File: src/rtl/cwe_pkg.sv
package cwe_pkg;

  // word and alphabet geometry, fixed by the port widths
  localparam int MAX_LEN    = 16;
  localparam int MAX_RANGES = 4;
  localparam int CHAR_W     = 8;
  localparam int POS_W      = 4;
  localparam int LEN_W      = 5;
  localparam int RIDX_W     = 2;
  localparam int RCNT_W     = 3;
  localparam int RSZ_W      = 9;
  localparam int SUM_W      = 11;
  localparam int SUM_IDX_W  = 4;
  localparam int REM_W      = 11;
  localparam int OFF_W      = 64;
  localparam int PW_W       = OFF_W + 1;
  localparam int ALU_W      = 76;
  localparam int CNT_W      = 6;

  // configuration port
  localparam int CFG_IDX_W  = 3;
  localparam int CFG_DATA_W = 32;

  // register values after reset
  localparam logic [LEN_W-1:0]      RST_MIN_LEN   = 5'd1;
  localparam logic [LEN_W-1:0]      RST_MAX_LEN   = 5'd8;
  localparam logic [RCNT_W-1:0]     RST_RANGE_CNT = 3'd1;
  localparam logic [CFG_DATA_W-1:0] RST_FIRSTS    = 32'd97;
  localparam logic [CFG_DATA_W-1:0] RST_LASTS     = 32'd122;
  localparam logic [CHAR_W-1:0]     RST_CHAR      = 8'd97;
  localparam logic [LEN_W-1:0]      RST_CUR_LEN   = 5'd1;

  typedef enum logic [CFG_IDX_W-1:0] {
    CFG_MIN_LEN   = 3'd0,
    CFG_MAX_LEN   = 3'd1,
    CFG_RANGE_CNT = 3'd2,
    CFG_FIRSTS    = 3'd3,
    CFG_LASTS     = 3'd4
  } cfg_idx_t;

  typedef enum logic {
    CMD_SET     = 1'b0,
    CMD_ADVANCE = 1'b1
  } cmd_t;

  typedef enum logic [3:0] {
    S_IDLE,
    S_POW,
    S_MUL,
    S_CMP,
    S_DCHK,
    S_DIV,
    S_DWR,
    S_ADV,
    S_EMIT
  } state_t;

  // one stored digit of the word
  typedef struct packed {
    logic [RIDX_W-1:0] rng;
    logic [CHAR_W-1:0] off;
    logic [CHAR_W-1:0] chr;
  } dig_t;

  // write request into the digit store
  typedef struct packed {
    logic             clr;
    logic             we;
    logic [POS_W-1:0] addr;
    dig_t             data;
  } dig_wr_t;

endpackage

File: src/rtl/cwe_alu.sv
module cwe_alu (
  input  logic [cwe_pkg::ALU_W-1:0] opa,
  input  logic [cwe_pkg::ALU_W-1:0] opb,
  input  logic                      sub,
  output logic [cwe_pkg::ALU_W-1:0] res,
  output logic                      carry
);

  localparam int W = cwe_pkg::ALU_W;

  logic [W:0] full;

  // subtract is add of the complement plus one; carry set means opa >= opb
  assign full  = {1'b0, opa} + {1'b0, opb ^ {W{sub}}} + (W+1)'(sub);
  assign res   = full[W-1:0];
  assign carry = full[W];

endmodule

File: src/rtl/cwe_digits.sv
module cwe_digits (
  input  logic                      clk,
  input  logic                      rst_n,
  input  cwe_pkg::dig_wr_t          wr,
  input  logic [cwe_pkg::POS_W-1:0] rd_addr,
  output cwe_pkg::dig_t             rd_data
);

  cwe_pkg::dig_t ent_r   [cwe_pkg::MAX_LEN];
  cwe_pkg::dig_t ent_nxt [cwe_pkg::MAX_LEN];

  // clear loads every entry with the base digit
  always_comb begin
    ent_nxt = ent_r;
    if (wr.clr) begin
      for (int i = 0; i < cwe_pkg::MAX_LEN; i++) begin
        ent_nxt[i] = wr.data;
      end
    end else if (wr.we) begin
      ent_nxt[wr.addr] = wr.data;
    end
  end

  always_ff @(posedge clk) begin
    if (!rst_n) begin
      for (int i = 0; i < cwe_pkg::MAX_LEN; i++) begin
        ent_r[i].rng <= '0;
        ent_r[i].off <= '0;
        ent_r[i].chr <= cwe_pkg::RST_CHAR;
      end
    end else begin
      ent_r <= ent_nxt;
    end
  end

  assign rd_data = ent_r[rd_addr];

endmodule

File: src/rtl/charset_word_enumerator_top.sv
// advance steps the digits from the rightmost, carrying into the next, and set
//   runs its multiplies, compares and divides on one shared 76-bit adder stepped by
//   the sequencer
// then one character per cycle, leftmost first; an empty word gives one result
// busy stays high until the last character is on the outputs; results cannot be stalled
// reset (synchronous, rst_n low) restores the register defaults and the word "a"
module charset_word_enumerator_top (
  input  logic                           clk,
  input  logic                           rst_n,
  // command channel
  input  logic                           start,
  output logic                           busy,
  input  logic                           in_cmd,
  input  logic [cwe_pkg::OFF_W-1:0]      in_offset,
  // result channel
  output logic                           out_valid,
  output logic [cwe_pkg::CHAR_W-1:0]     out_char_code,
  output logic [cwe_pkg::POS_W-1:0]      out_position,
  output logic [cwe_pkg::LEN_W-1:0]      out_word_length,
  output logic                           out_last,
  output logic                           out_ok,
  // configuration channel
  input  logic                           cfg_valid,
  output logic                           cfg_ready,
  input  logic [cwe_pkg::CFG_IDX_W-1:0]  cfg_index,
  input  logic [cwe_pkg::CFG_DATA_W-1:0] cfg_data
);

  localparam int LEN_W  = cwe_pkg::LEN_W;
  localparam int CHAR_W = cwe_pkg::CHAR_W;
  localparam int POS_W  = cwe_pkg::POS_W;
  localparam int RCNT_W = cwe_pkg::RCNT_W;
  localparam int RIDX_W = cwe_pkg::RIDX_W;
  localparam int RSZ_W  = cwe_pkg::RSZ_W;
  localparam int SUM_W  = cwe_pkg::SUM_W;
  localparam int REM_W  = cwe_pkg::REM_W;
  localparam int OFF_W  = cwe_pkg::OFF_W;
  localparam int PW_W   = cwe_pkg::PW_W;
  localparam int ALU_W  = cwe_pkg::ALU_W;
  localparam int CNT_W  = cwe_pkg::CNT_W;
  localparam int NR     = cwe_pkg::MAX_RANGES;

  // ---------------------------------------------------------------------------
  // registers
  // ---------------------------------------------------------------------------
  cwe_pkg::state_t state_r, state_nxt;

  // configuration
  logic [LEN_W-1:0]               min_len_r, min_len_nxt;
  logic [LEN_W-1:0]               max_len_r, max_len_nxt;
  logic [RCNT_W-1:0]              rcnt_r, rcnt_nxt;
  logic [cwe_pkg::CFG_DATA_W-1:0] firsts_r, firsts_nxt;
  logic [cwe_pkg::CFG_DATA_W-1:0] lasts_r, lasts_nxt;

  // word length and working datapath
  logic [LEN_W-1:0]   cur_len_r, cur_len_nxt;
  logic [OFF_W-1:0]   off_r, off_nxt;        // remaining offset, then quotient
  logic [SUM_W-1:0]   sum_r, sum_nxt;        // alphabet size latched per set
  logic [PW_W-1:0]    p_r, p_nxt;            // alphabet size to the length, saturated
  logic [LEN_W-1:0]   pw_r, pw_nxt;          // multiplications left for the first power
  logic [ALU_W-1:0]   acc_r, acc_nxt;        // shift-add product
  logic [CNT_W-1:0]   cnt_r, cnt_nxt;        // bit step of multiply or divide
  logic [REM_W-1:0]   rem_r, rem_nxt;        // divide remainder
  logic [LEN_W-1:0]   d_r, d_nxt;            // digit position
  logic               srch_r, srch_nxt;      // length search under way
  logic               ok_r, ok_nxt;
  logic [POS_W-1:0]   emit_i_r, emit_i_nxt;

  // result registers
  logic               out_valid_r, out_valid_nxt;
  logic [CHAR_W-1:0]  out_char_r, out_char_nxt;
  logic [POS_W-1:0]   out_pos_r, out_pos_nxt;
  logic [LEN_W-1:0]   out_len_r, out_len_nxt;
  logic               out_last_r, out_last_nxt;
  logic               out_ok_r, out_ok_nxt;

  // ---------------------------------------------------------------------------
  // alphabet decode from the range registers
  // ---------------------------------------------------------------------------
  logic [CHAR_W-1:0] rfirst [NR];
  logic [CHAR_W-1:0] rlast  [NR];
  logic [CHAR_W-1:0] rlo    [NR];
  logic [CHAR_W-1:0] rhi    [NR];
  logic [RSZ_W-1:0]  rsz    [NR];
  logic [RCNT_W-1:0] nr;
  logic [SUM_W-1:0]  alpha_sum;
  logic [LEN_W-1:0]  size_eff;
  logic [LEN_W-1:0]  lo_len;

  // reversed bounds are swapped, so each range is lo..hi
  always_comb begin
    for (int i = 0; i < NR; i++) begin
      rfirst[i] = firsts_r[i*CHAR_W +: CHAR_W];
      rlast[i]  = lasts_r[i*CHAR_W +: CHAR_W];
      rlo[i]    = (rfirst[i] < rlast[i]) ? rfirst[i] : rlast[i];
      rhi[i]    = (rfirst[i] < rlast[i]) ? rlast[i] : rfirst[i];
      rsz[i]    = RSZ_W'(rhi[i]) - RSZ_W'(rlo[i]) + RSZ_W'(1);
    end
  end

  // range count clamped to 1..4, max length clamped to 1..16, min length capped at the max
  always_comb begin
    if (rcnt_r == '0) begin
      nr = RCNT_W'(1);
    end else if (rcnt_r > RCNT_W'(NR)) begin
      nr = RCNT_W'(NR);
    end else begin
      nr = rcnt_r;
    end
    if (max_len_r == '0) begin
      size_eff = LEN_W'(1);
    end else if (max_len_r > LEN_W'(cwe_pkg::MAX_LEN)) begin
      size_eff = LEN_W'(cwe_pkg::MAX_LEN);
    end else begin
      size_eff = max_len_r;
    end
    lo_len = (min_len_r < size_eff) ? min_len_r : size_eff;
  end

  always_comb begin
    alpha_sum = '0;
    for (int i = 0; i < NR; i++) begin
      if (RCNT_W'(i) < nr) begin
        alpha_sum = alpha_sum + SUM_W'(rsz[i]);
      end
    end
  end

  // ---------------------------------------------------------------------------
  // shared adder and digit store
  // ---------------------------------------------------------------------------
  logic [ALU_W-1:0]   alu_a, alu_b, alu_y;
  logic               alu_sub, alu_carry;
  cwe_pkg::dig_wr_t   dwr;
  cwe_pkg::dig_t      rd;
  logic [POS_W-1:0]   rd_addr;

  cwe_alu u_alu (
    .opa   (alu_a),
    .opb   (alu_b),
    .sub   (alu_sub),
    .res   (alu_y),
    .carry (alu_carry)
  );

  cwe_digits u_digits (
    .clk     (clk),
    .rst_n   (rst_n),
    .wr      (dwr),
    .rd_addr (rd_addr),
    .rd_data (rd)
  );

  // ---------------------------------------------------------------------------
  // digit mapping: remainder to range and offset within it
  // ---------------------------------------------------------------------------
  logic [REM_W-1:0]  map_ch;
  logic [RIDX_W-1:0] map_r;
  logic              map_go;
  logic [CHAR_W-1:0] map_char;

  always_comb begin
    map_ch = rem_r;
    map_r  = '0;
    map_go = 1'b1;
    for (int i = 0; i < NR - 1; i++) begin
      if (map_go && (RCNT_W'(i + 1) < nr) && (map_ch >= REM_W'(rsz[i]))) begin
        map_ch = map_ch - REM_W'(rsz[i]);
        map_r  = RIDX_W'(i + 1);
      end else begin
        map_go = 1'b0;
      end
    end
    map_char = rlo[map_r] + map_ch[CHAR_W-1:0];
  end

  // ---------------------------------------------------------------------------
  // advance step on the digit at d_r: bump offset, move to next range or wrap
  // stale digits past the range count carry like the last digit value
  // ---------------------------------------------------------------------------
  logic [RIDX_W-1:0] adv_r;
  logic [CHAR_W-1:0] adv_off;
  logic              adv_done;
  logic [CHAR_W-1:0] adv_char;

  always_comb begin
    if ((RCNT_W'(rd.rng) < nr) && ((RSZ_W'(rd.off) + RSZ_W'(1)) < rsz[rd.rng])) begin
      adv_r    = rd.rng;
      adv_off  = rd.off + CHAR_W'(1);
      adv_done = 1'b1;
    end else if ((RCNT_W'(rd.rng) + RCNT_W'(1)) < nr) begin
      adv_r    = rd.rng + RIDX_W'(1);
      adv_off  = '0;
      adv_done = 1'b1;
    end else begin
      adv_r    = '0;
      adv_off  = '0;
      adv_done = 1'b0;
    end
    adv_char = rlo[adv_r] + adv_off;
  end

  // ---------------------------------------------------------------------------
  // misc decode
  // ---------------------------------------------------------------------------
  logic                         accept;
  logic                         last_char;
  logic [LEN_W-1:0]             emit_addr;
  logic [cwe_pkg::SUM_IDX_W-1:0] mb_idx;
  logic [REM_W:0]               rem2;

  assign busy      = (state_r != cwe_pkg::S_IDLE);
  assign accept    = start && !busy;
  assign cfg_ready = 1'b1;    // registers are always writable

  // leftmost character lives at the highest index
  assign emit_addr = cur_len_r - LEN_W'(1) - LEN_W'(emit_i_r);
  assign last_char = (cur_len_r == '0) || ((LEN_W'(emit_i_r) + LEN_W'(1)) == cur_len_r);
  assign rd_addr   = (state_r == cwe_pkg::S_ADV) ? d_r[POS_W-1:0] : emit_addr[POS_W-1:0];

  // multiplier walks the alphabet size msb first
  assign mb_idx = cwe_pkg::SUM_IDX_W'(SUM_W - 1) - cnt_r[cwe_pkg::SUM_IDX_W-1:0];
  assign rem2   = {rem_r, off_r[OFF_W-1]};

  // ---------------------------------------------------------------------------
  // configuration writes
  // ---------------------------------------------------------------------------
  always_comb begin
    min_len_nxt = min_len_r;
    max_len_nxt = max_len_r;
    rcnt_nxt    = rcnt_r;
    firsts_nxt  = firsts_r;
    lasts_nxt   = lasts_r;
    if (cfg_valid && cfg_ready) begin
      unique case (cwe_pkg::cfg_idx_t'(cfg_index))
        cwe_pkg::CFG_MIN_LEN:   min_len_nxt = cfg_data[LEN_W-1:0];
        cwe_pkg::CFG_MAX_LEN:   max_len_nxt = cfg_data[LEN_W-1:0];
        cwe_pkg::CFG_RANGE_CNT: rcnt_nxt    = cfg_data[RCNT_W-1:0];
        cwe_pkg::CFG_FIRSTS:    firsts_nxt  = cfg_data;
        cwe_pkg::CFG_LASTS:     lasts_nxt   = cfg_data;
        default: ;
      endcase
    end
  end

  // ---------------------------------------------------------------------------
  // sequencer: next state
  // ---------------------------------------------------------------------------
  always_comb begin
    state_nxt = state_r;
    unique case (state_r)
      cwe_pkg::S_IDLE: begin
        if (accept) begin
          state_nxt = (in_cmd == cwe_pkg::CMD_ADVANCE) ? cwe_pkg::S_ADV : cwe_pkg::S_POW;
        end
      end
      cwe_pkg::S_POW: begin
        state_nxt = (pw_r == '0) ? cwe_pkg::S_CMP : cwe_pkg::S_MUL;
      end
      cwe_pkg::S_MUL: begin
        if (cnt_r == CNT_W'(SUM_W - 1)) begin
          state_nxt = srch_r ? cwe_pkg::S_CMP : cwe_pkg::S_POW;
        end
      end
      cwe_pkg::S_CMP: begin
        if (!alu_carry) begin
          state_nxt = cwe_pkg::S_DCHK;
        end else if (cur_len_r >= size_eff) begin
          state_nxt = cwe_pkg::S_EMIT;
        end else begin
          state_nxt = cwe_pkg::S_MUL;
        end
      end
      cwe_pkg::S_DCHK: begin
        if ((off_r == '0) || (d_r == cur_len_r)) begin
          state_nxt = cwe_pkg::S_EMIT;
        end else begin
          state_nxt = cwe_pkg::S_DIV;
        end
      end
      cwe_pkg::S_DIV: begin
        if (cnt_r == CNT_W'(OFF_W - 1)) begin
          state_nxt = cwe_pkg::S_DWR;
        end
      end
      cwe_pkg::S_DWR: begin
        state_nxt = cwe_pkg::S_DCHK;
      end
      cwe_pkg::S_ADV: begin
        if ((d_r >= size_eff) || (d_r >= cur_len_r) || adv_done) begin
          state_nxt = cwe_pkg::S_EMIT;
        end
      end
      cwe_pkg::S_EMIT: begin
        if (last_char) begin
          state_nxt = cwe_pkg::S_IDLE;
        end
      end
      default: state_nxt = cwe_pkg::S_IDLE;
    endcase
  end

  // ---------------------------------------------------------------------------
  // sequencer: datapath control
  // ---------------------------------------------------------------------------
  always_comb begin
    cur_len_nxt   = cur_len_r;
    off_nxt       = off_r;
    sum_nxt       = sum_r;
    p_nxt         = p_r;
    pw_nxt        = pw_r;
    acc_nxt       = acc_r;
    cnt_nxt       = cnt_r;
    rem_nxt       = rem_r;
    d_nxt         = d_r;
    srch_nxt      = srch_r;
    ok_nxt        = ok_r;
    emit_i_nxt    = emit_i_r;
    out_valid_nxt = 1'b0;
    out_char_nxt  = out_char_r;
    out_pos_nxt   = out_pos_r;
    out_len_nxt   = out_len_r;
    out_last_nxt  = out_last_r;
    out_ok_nxt    = out_ok_r;
    alu_a         = '0;
    alu_b         = '0;
    alu_sub       = 1'b0;
    dwr           = '0;

    unique case (state_r)
      cwe_pkg::S_IDLE: begin
        if (accept) begin
          d_nxt      = '0;
          emit_i_nxt = '0;
          if (in_cmd == cwe_pkg::CMD_ADVANCE) begin
            // a shortened max length clips the current word first
            cur_len_nxt = (cur_len_r > size_eff) ? size_eff : cur_len_r;
          end else begin
            // set starts from the base word at the shortest length
            off_nxt       = in_offset;
            sum_nxt       = alpha_sum;
            p_nxt         = PW_W'(1);
            pw_nxt        = lo_len;
            cur_len_nxt   = lo_len;
            srch_nxt      = 1'b0;
            dwr.clr       = 1'b1;
            dwr.data.rng  = '0;
            dwr.data.off  = '0;
            dwr.data.chr  = rlo[0];
          end
        end
      end
      cwe_pkg::S_POW: begin
        if (pw_r != '0) begin
          pw_nxt  = pw_r - LEN_W'(1);
          acc_nxt = '0;
          cnt_nxt = '0;
        end
      end
      cwe_pkg::S_MUL: begin
        alu_a   = {acc_r[ALU_W-2:0], 1'b0};
        alu_b   = sum_r[mb_idx] ? ALU_W'(p_r) : '0;
        acc_nxt = alu_y;
        cnt_nxt = cnt_r + CNT_W'(1);
        if (cnt_r == CNT_W'(SUM_W - 1)) begin
          cnt_nxt = '0;
          // anything at or past 2^64 exceeds every offset, so saturate there
          if (|alu_y[ALU_W-1:OFF_W]) begin
            p_nxt = {1'b1, {OFF_W{1'b0}}};
          end else begin
            p_nxt = {1'b0, alu_y[OFF_W-1:0]};
          end
        end
      end
      cwe_pkg::S_CMP: begin
        // offset - power: no carry means the word fits this length
        alu_a   = ALU_W'(off_r);
        alu_b   = ALU_W'(p_r);
        alu_sub = 1'b1;
        if (alu_carry) begin
          if (cur_len_r >= size_eff) begin
            // offset beyond capacity: base word at the shortest length
            cur_len_nxt = lo_len;
            ok_nxt      = 1'b0;
          end else begin
            off_nxt     = alu_y[OFF_W-1:0];
            cur_len_nxt = cur_len_r + LEN_W'(1);
            srch_nxt    = 1'b1;
            acc_nxt     = '0;
            cnt_nxt     = '0;
          end
        end
      end
      cwe_pkg::S_DCHK: begin
        if ((off_r == '0) || (d_r == cur_len_r)) begin
          ok_nxt = 1'b1;
        end else begin
          rem_nxt = '0;
          cnt_nxt = '0;
        end
      end
      cwe_pkg::S_DIV: begin
        // restoring divide, one quotient bit a cycle shifted into the offset
        alu_a   = ALU_W'(rem2);
        alu_b   = ALU_W'(sum_r);
        alu_sub = 1'b1;
        rem_nxt = alu_carry ? alu_y[REM_W-1:0] : rem2[REM_W-1:0];
        off_nxt = {off_r[OFF_W-2:0], alu_carry};
        cnt_nxt = cnt_r + CNT_W'(1);
      end
      cwe_pkg::S_DWR: begin
        dwr.we       = 1'b1;
        dwr.addr     = d_r[POS_W-1:0];
        dwr.data.rng = map_r;
        dwr.data.off = map_ch[CHAR_W-1:0];
        dwr.data.chr = map_char;
        d_nxt        = d_r + LEN_W'(1);
      end
      cwe_pkg::S_ADV: begin
        if (d_r >= size_eff) begin
          // every position wrapped at full length: space exhausted
          ok_nxt = 1'b0;
        end else if (d_r >= cur_len_r) begin
          // every position wrapped: the word grows by one
          cur_len_nxt = cur_len_r + LEN_W'(1);
          ok_nxt      = 1'b1;
        end else begin
          dwr.we       = 1'b1;
          dwr.addr     = d_r[POS_W-1:0];
          dwr.data.rng = adv_r;
          dwr.data.off = adv_off;
          dwr.data.chr = adv_char;
          if (adv_done) begin
            ok_nxt = 1'b1;
          end else begin
            d_nxt = d_r + LEN_W'(1);
          end
        end
      end
      cwe_pkg::S_EMIT: begin
        out_valid_nxt = 1'b1;
        out_char_nxt  = (cur_len_r == '0) ? '0 : rd.chr;
        out_pos_nxt   = emit_i_r;
        out_len_nxt   = cur_len_r;
        out_last_nxt  = last_char;
        out_ok_nxt    = ok_r;
        emit_i_nxt    = emit_i_r + POS_W'(1);
      end
      default: ;
    endcase
  end

  // ---------------------------------------------------------------------------
  // state
  // ---------------------------------------------------------------------------
  always_ff @(posedge clk) begin
    if (!rst_n) begin
      state_r     <= cwe_pkg::S_IDLE;
      min_len_r   <= cwe_pkg::RST_MIN_LEN;
      max_len_r   <= cwe_pkg::RST_MAX_LEN;
      rcnt_r      <= cwe_pkg::RST_RANGE_CNT;
      firsts_r    <= cwe_pkg::RST_FIRSTS;
      lasts_r     <= cwe_pkg::RST_LASTS;
      cur_len_r   <= cwe_pkg::RST_CUR_LEN;
      out_valid_r <= 1'b0;
    end else begin
      state_r     <= state_nxt;
      min_len_r   <= min_len_nxt;
      max_len_r   <= max_len_nxt;
      rcnt_r      <= rcnt_nxt;
      firsts_r    <= firsts_nxt;
      lasts_r     <= lasts_nxt;
      cur_len_r   <= cur_len_nxt;
      out_valid_r <= out_valid_nxt;
    end
  end

  // working and result payload, no reset needed
  always_ff @(posedge clk) begin
    off_r      <= off_nxt;
    sum_r      <= sum_nxt;
    p_r        <= p_nxt;
    pw_r       <= pw_nxt;
    acc_r      <= acc_nxt;
    cnt_r      <= cnt_nxt;
    rem_r      <= rem_nxt;
    d_r        <= d_nxt;
    srch_r     <= srch_nxt;
    ok_r       <= ok_nxt;
    emit_i_r   <= emit_i_nxt;
    out_char_r <= out_char_nxt;
    out_pos_r  <= out_pos_nxt;
    out_len_r  <= out_len_nxt;
    out_last_r <= out_last_nxt;
    out_ok_r   <= out_ok_nxt;
  end

  assign out_valid       = out_valid_r;
  assign out_char_code   = out_char_r;
  assign out_position    = out_pos_r;
  assign out_word_length = out_len_r;
  assign out_last        = out_last_r;
  assign out_ok          = out_ok_r;

`ifndef NO_ASSERTIONS
  a_emit_source: assert property (@(posedge clk) disable iff (!rst_n)
    out_valid |-> $past(state_r == cwe_pkg::S_EMIT))
    else $error("result strobe without an emit cycle");

  a_busy_after_start: assert property (@(posedge clk) disable iff (!rst_n)
    (start && !busy) |=> busy)
    else $error("accepted command did not raise busy");

  a_idle_after_last: assert property (@(posedge clk) disable iff (!rst_n)
    (out_valid && out_last) |-> !busy)
    else $error("still busy once the final character is out");

  a_rem_bound: assert property (@(posedge clk) disable iff (!rst_n)
    (state_r == cwe_pkg::S_DWR) |-> (rem_r < sum_r))
    else $error("divide remainder not below the alphabet size");

  a_len_bound: assert property (@(posedge clk) disable iff (!rst_n)
    cur_len_r <= LEN_W'(cwe_pkg::MAX_LEN))
    else $error("word length beyond the digit store");
`endif

endmodule
File: config.mk
export PLATFORM = sky130hd
export DESIGN_NAME = charset_word_enumerator_top
export DESIGN_NICKNAME = d
export VERILOG_FILES = /design/src/rtl/cwe_pkg.sv /design/src/rtl/cwe_alu.sv /design/src/rtl/cwe_digits.sv /design/src/rtl/charset_word_enumerator_top.sv
export SDC_FILE = /design/constraint.sdc
export NUM_CORES = 2
export LEC_CHECK = 0
export BUFFER_PORTS_ARGS = -buffer_cell sky130_fd_sc_hd__clkbuf_2
export CAP_MARGIN = 0
export CORE_MARGIN = 2
export CORE_UTILIZATION = 34
export CTS_CLUSTER_SIZE = 8
export DETAILED_ROUTE_END_ITERATION = 8
export GPL_TIMING_DRIVEN = 1
export PLACE_DENSITY = 0.5
export SETUP_SLACK_MARGIN = 0.15
export SYNTH_ARGS = -nofsm -noshare
export SYNTH_HDL_FRONTEND = slang
export SYNTH_SLANG_ARGS = --single-unit
export TNS_END_PERCENT = 50
File: constraint.sdc
create_clock -name clk -period 37 [get_ports clk]
set_clock_uncertainty 0.05 [all_clocks]
set_input_delay 1.85 -clock clk [delete_from_list [all_inputs] [get_ports clk]]
set_output_delay 1.85 -clock clk [all_outputs]
set_load 0.05 [all_outputs]
; After elaboration in Yosys (flattened, before gate mapping)
; Cells that the tools add are included.
[op_classes]
n_addsub = 31
magnitude_cmp = 28
n_eq_ne = 34
mux = 130
n_bitwise = 7
reduce_logical = 54
[op_table]
columns = operator, n
row1 = 288-bit two-way mux, 2
row2 = 65-bit two-way mux, 5
row3 = 288-bit bitwise mux, 1
row4 = 64-bit two-way mux, 4
row5 = 76-bit one-hot mux with 3 select lines, 1
row6 = 75-bit two-way mux, 3
row7 = 75-bit one-hot mux with 3 select lines, 1
row8 = 65-bit one-hot mux with 3 select lines, 1
row9 = 64-bit one-hot mux with 3 select lines, 1
row10 = 65-bit one-hot mux with 2 select lines, 1
row11 = 8-bit two-way mux, 16
row12 = 5-bit two-way mux, 17
row13 = 76-bit by 76-bit adder with 77-bit output, 1
row14 = 77-bit by 1-bit adder with 77-bit output, 1
row15 = 11-bit two-way mux, 7
row16 = 65-bit by 76-bit XOR with 76-bit output, 1
row17 = 18-bit binary-select mux with 4-bit select, 1
row18 = 18-bit demux with 4-bit select, 1
row19 = 64-bit zero test, 1
row20 = 18-bit two-way mux, 3
row21 = 18-bit one-hot mux with 3 select lines, 1
row22 = 23-bit two-way mux, 2
row23 = 4-bit two-way mux, 10
row24 = "9-bit by 1-bit adder with 9-bit output, second input constant", 4
row25 = other kinds (83), 198
[word_totals]
ff_bits = 642
inputBits = 104
output_inout_bits = 22
elab_cells = 356

; Depth between registers and ports, before layout
[logic_depth]
ltp_word = 30
mapped_depth = 70
ltp_nobuf = 64

; Cells and area by module
; Synthesis repeated with hierarchy kept, for this count alone.
[unflattened]
cells_unflattened = 4912
area_unflattened_um2 = 43146.4
[by_module_without_submodules]
columns = module, instances, cells_each, area_per_inst_um2, seq_area_each_um2
row1 = charset_word_enumerator_top, 1, 2623, 24285.8, 9759.4
row2 = cwe_digits, 1, 1476, 13304.0, 5765.5
row3 = cwe_alu, 1, 813, 5556.6, 0.0

; Least setup slack after synthesis
; OpenSTA, ideal clock, no wires.
[synth_timing]
path_kind = reg-to-reg
startpoint = register lasts_r[1] in the netlist's numbering
endpoint = register u_digits.ent_r[133] in the netlist's numbering
setup_time_ns = 0.120
t_arrival_ns = 13.057
t_required_ns = 36.830
setup_slack_ns = 23.774
path_stages_with_launch = 69
n_path_buf = 8
period_less_slack_ns = 13.226
cell_sequence = dfxtp_1 inv_1 ha_1 nor2b_1 o211ai_1 a21oi_1 nor2_1 clkbuf_1 buf_1 nand2_1 o21ai_0 ha_1 a21oi_1 nand2_1 xor2_1 inv_1 ha_1 nor2_1 [33 not listed] buf_6 buf_6 o21ai_1 mux2_2 a21oi_1 ha_1 a21o_1 a21oi_1 o21bai_1 a21oi_1 nor2b_1 o21ai_0 nand2b_1 or4b_1 and4_4 mux2i_4 buf_6 o31a_1
[synth_via]
elab_chain_len = 22
word_cells_on_any_way = 49
classes_between = add/sub (7) / order compare (5) / mux (29) / bitwise (2) / reduce/logical (6)
[synth_rtl]
columns = element, line_no
row1 = start: declaration, charset_word_enumerator_top.sv:53  ; logic [cwe_pkg::CFG_DATA_W-1:0] lasts_r, lasts_nxt;
row2 = start signal: assignment, charset_word_enumerator_top.sv:463  ; lasts_r <= cwe_pkg::RST_LASTS;
row3 = start signal: assignment, charset_word_enumerator_top.sv:472  ; lasts_r <= lasts_nxt;
row4 = 8-bit less-than comparator, "charset_word_enumerator_top.sv:95, charset_word_enumerator_top.sv:96"
row5 = 8-bit two-way mux (on tied branches), "charset_word_enumerator_top.sv:96, charset_word_enumerator_top.sv:95"
row6 = 8-bit by 8-bit subtractor with 9-bit output, charset_word_enumerator_top.sv:97  ; rsz[i] = RSZ_W'(rhi[i]) - RSZ_W'(rlo[i]) + RSZ_W'(1);
row7 = 9-bit by 1-bit adder with 9-bit output, charset_word_enumerator_top.sv:97
row8 = 11-bit by 9-bit greater-or-equal comparator with 1-bit output, charset_word_enumerator_top.sv:167  ; if (map_go && (RCNT_W'(i + 1) < nr) && (map_ch >= REM_W'(rsz[i]))) begin
row9 = 1-bit logical AND, charset_word_enumerator_top.sv:167
row10 = 11-bit two-way mux / 1-bit two-way mux (equally long branches), charset_word_enumerator_top.sv:167
row11 = 11-bit by 9-bit greater-or-equal comparator with 1-bit output / 1-bit logical AND (equally long branches), charset_word_enumerator_top.sv:167
row12 = [5 not listed], --
row13 = 2-bit NOT with 3-bit output (not written as such), charset_word_enumerator_top.sv:174  ; map_char = rlo[map_r] + map_ch[CHAR_W-1:0];
row14 = 8-bit binary-select mux with 2-bit select, charset_word_enumerator_top.sv:174
row15 = 8-bit two-way mux (not written as such) (2 in a row), charset_word_enumerator_top.sv:174
row16 = 8-bit adder, charset_word_enumerator_top.sv:174
row17 = 18-bit one-hot mux with 3 select lines *, charset_word_enumerator_top.sv:330  ; unique case (state_r)
row18 = 288-bit bitwise mux, cwe_digits.sv:20  ; ent_nxt[wr.addr] = wr.data;
row19 = 288-bit two-way mux, cwe_digits.sv:19  ; end else if (wr.we) begin
row20 = 288-bit two-way mux *, cwe_digits.sv:15  ; if (wr.clr) begin
row21 = end signal: assignment, cwe_digits.sv:32  ; ent_r <= ent_nxt;
row22 = end: declaration, cwe_digits.sv:9  ; cwe_pkg::dig_t ent_r [cwe_pkg::MAX_LEN];
; Every way passes the cells marked *; elsewhere a longest branch is shown, timed or not. The select of a mux whose other input is x is not followed.
; A chain may end at the register's enable or synchronous reset.

; Worst setup path in the final report
[layout_timing]
startpoint = register lasts_r[1] in the netlist's numbering
endpoint = register u_digits.ent_r[115] in the netlist's numbering
; The elaborated chain is that of the path after synthesis.

==> out/metrics.cfg <==
[routing]
vias = 36059
viasPerCell = 5.50
drt-initial-drc-count = 2448
wl_um = 141000
wire_per_inst_um = 21.5
ant_nets = 0
drcViolationCount = 0
firstDrtPassIters = 7

[synth]
syn_inst = 4936
ys_ff_latch = 642
ys.flop_type = dfxtp_1
async_flop_share_pct = 0
synth_cell_types = 111
synth-edff-count = 267
syn_nets = 5297
syn_area_per_cell_um2 = 8.56
ys_seq_area_share_pct = 36.8
synth_area_mm2 = 0.0422
ys_warn_count = 0

[die]
core_area_mm2 = 0.123
ios = 126
die_w_um = 356
fp.dieArea_mm2 = 0.127
die_y_um = 356
rows = 129
initial_utilization_pct = 34.2

[timing]
setup_viol = 0
rsz0062_at_grt = no
relSlewSlack_pct = 18.0
max_freq_ghz = 0.0697
report.final.slew_viol_count = 0
hold_violations = 0
tns_ps = 0
tightest_slew_ps = 1230
fin_crit_ps = 14350
worst_slack_ps = 22650
post-route-period-util_pct = 38.8

[setup_path]
cp.required_ps = 37560
start_kind = flip-flop
cp.arrival_ps = 14910
endpoint_kind = flip-flop
worst-r2r-setup-slack_ps = 22650
slowest_stage = mux2i_4
crit_path_max_fanout = 26
r2r-start = lasts_r[1]
cpPeakStageDelay_ps = 500
timing.rr.end = u_digits.ent_r[115]
ff2ff_path_depth = 62
criticalPathCategory = flip-flop to flip-flop

[pwr]
p_leak_uw = 0.0194
p_per_area_mw_per_mm2 = 82.4
peakVddDrop_v = 0.0000497

[min_path]
hold_class = flip-flop to flip-flop
min_from = u_digits.ent_r[132]
holdPathStages = 2
hold_end = u_digits.ent_r[132]

[global_route]
grt_pass1_vias = 35157
antenna_found_initial = 2
grt_usage_pct = 21.8
grt_pass1_wl_um = 216000
grt_max_degree = 205
grt-ovfl-total = 0

[clocking]
root_buffer = clkbuf_16
clockBufferDepth = 3
cts.reportedPaths.clkPinSlew_ps = 50
htreeDepth = 3
cts_resized = 0
clock-sinks = 642
cts_setup_buffers = 0
postCtsHoldBufs = 0
cts_buffers = 93
tritoncts = built
clk_latency_ps = 680

[cells_and_area]
syn2layout_area_growth_pct = 11.4
seq_area_mm2 = 0.0155
nets = 5245
drive_above_1_share_pct = 8.60
final_common_cell = nand2_1
multi_input_area_mm2 = 0.0249
final_cell_mix = 740 x nand2_1, 401 x a21oi_1, 375 x dfxtp_1
num-fill-cells = 12628

[placement]
gp_congestion = 0.897
pre_cts_slack_ps = 22850
place.port_buffers = 124
post-dp-hpwl_um = 97100

[flow_run]
drv_cap = 0

[status]
run_status = finished, final reports clean

[per-layer routing]
layer / global-route usage [%] / routed length, µm / part of all wire (%) / vias to the layer above
met3: 2.20 / 5570 / 3.9 / 187
met4: 5.99 / 3580 / 2.5 / 2
li1: - / - / - / 17653
met5: 0 / 13 / 0.0092 / -
met1: 29.6 / 65900 / 47 / 17442
met2: 36.6 / 66200 / 47 / 775
[logic make-up after synthesis]
family	after synthesis	share of synthesized area (%)
AO/OA/AOI/OAI	1521	23.9
XOR/XNOR	172	3.58
adder cells (fa/ha/maj)	258	7.89
buffers and inverters	545	5.08
flip-flops	642	36.8
multiplexers	257	6.49
other	1	0.00888
AND/OR/NAND/NOR	1540	16.3
[worst max path at each step]
stage,start,end,cells past startpoint
detailed placement,lasts_r[1],u_digits.ent_r[115],62
global route,lasts_r[1],u_digits.ent_r[25],62
CTS,lasts_r[1],u_digits.ent_r[115],62
floorplan,lasts_r[1],u_digits.ent_r[133],68
global placement,lasts_r[1],u_digits.ent_r[115],62
finish,lasts_r[1],u_digits.ent_r[115],62
[worst max-delay path, delay by kind of cell (launching register included)]
family,cells,cell delay [ps]
adder cells (fa/ha/maj),8,2610
flip-flops,1,320
buffers and inverters,5,1340
multiplexers,2,780
AND/OR/NAND/NOR,10,1940
AO/OA/AOI/OAI,36,6810
XOR/XNOR,1,380
[stage by stage]
stage	std cells	hold slack [ps]	utilization [%]	power, µW	cell area [µm²]
2_1_floorplan	4936	350	-	2470	42200
3_3_place_gp	6426	403	35.9	3060	44400
3_5_place_dp	6426	406	35.9	3080	44400
4_1_cts	6557	422	38.1	3900	47000
5_1_grt	6557	437	38.1	4140	47000
6_report	6559	420	38.1	3880	47000
[power by group]
part           switching, µW  leakage [µW]  total, µW  internal (µW)
clock                    329       0.00130        809            479
sequential               117       0.00561       1090            977
combinational           1290        0.0125       1970            684
[cell type report]
class | count | share of cell area [%]
Multi-Input combinational cell | 3749 | 52.9
Sequential cell | 642 | 33.0
Clock buffer | 121 | 5.37
Tap cell | 1637 | 4.35
Timing Repair Buffer | 193 | 2.47
Inverter | 205 | 1.64
Clock inverter | 10 | 0.293
Antenna cell | 2 | 0.0106
[registers in the layout, indices dropped and copies added (netlist names), 6 cells and up]
name            count
lasts_r            32
out_char_code       8
off_r              64
acc_r              75
rem_r              11
u_digits.ent_r    288
sum_r              11
p_r                65
firsts_r           32
cnt_r               6
[Yosys cell counts, drive strengths merged (22+ instances only)]
library cell | n | area (µm²)
o211a | 98 | 981
or3 | 28 | 180
a22o | 55 | 483
o31ai | 25 | 206
o21a | 50 | 375
nand2b | 45 | 282
nor3 | 45 | 230
a31oi | 28 | 175
xnor2 | 123 | 1080
o21ai | 383 | 1920
nand4 | 38 | 238
clkbuf | 287 | 1080
nand2 | 742 | 2790
dfxtp | 375 | 7510
o211ai | 30 | 235
nand3 | 67 | 335
and3 | 66 | 413
mux2i | 221 | 2250
xor2 | 49 | 437
a21o | 73 | 548
nor2 | 357 | 1340
edfxtp | 267 | 8020
nor4 | 25 | 186
o21bai | 46 | 345
nor2b | 53 | 332
a21boi | 74 | 559
a21oi | 409 | 2070
a211oi | 22 | 183
ha | 243 | 3040
a22oi | 74 | 566
buf | 53 | 298
inv | 203 | 762
mux2 | 30 | 353
(Power assumes the default switching activity.)
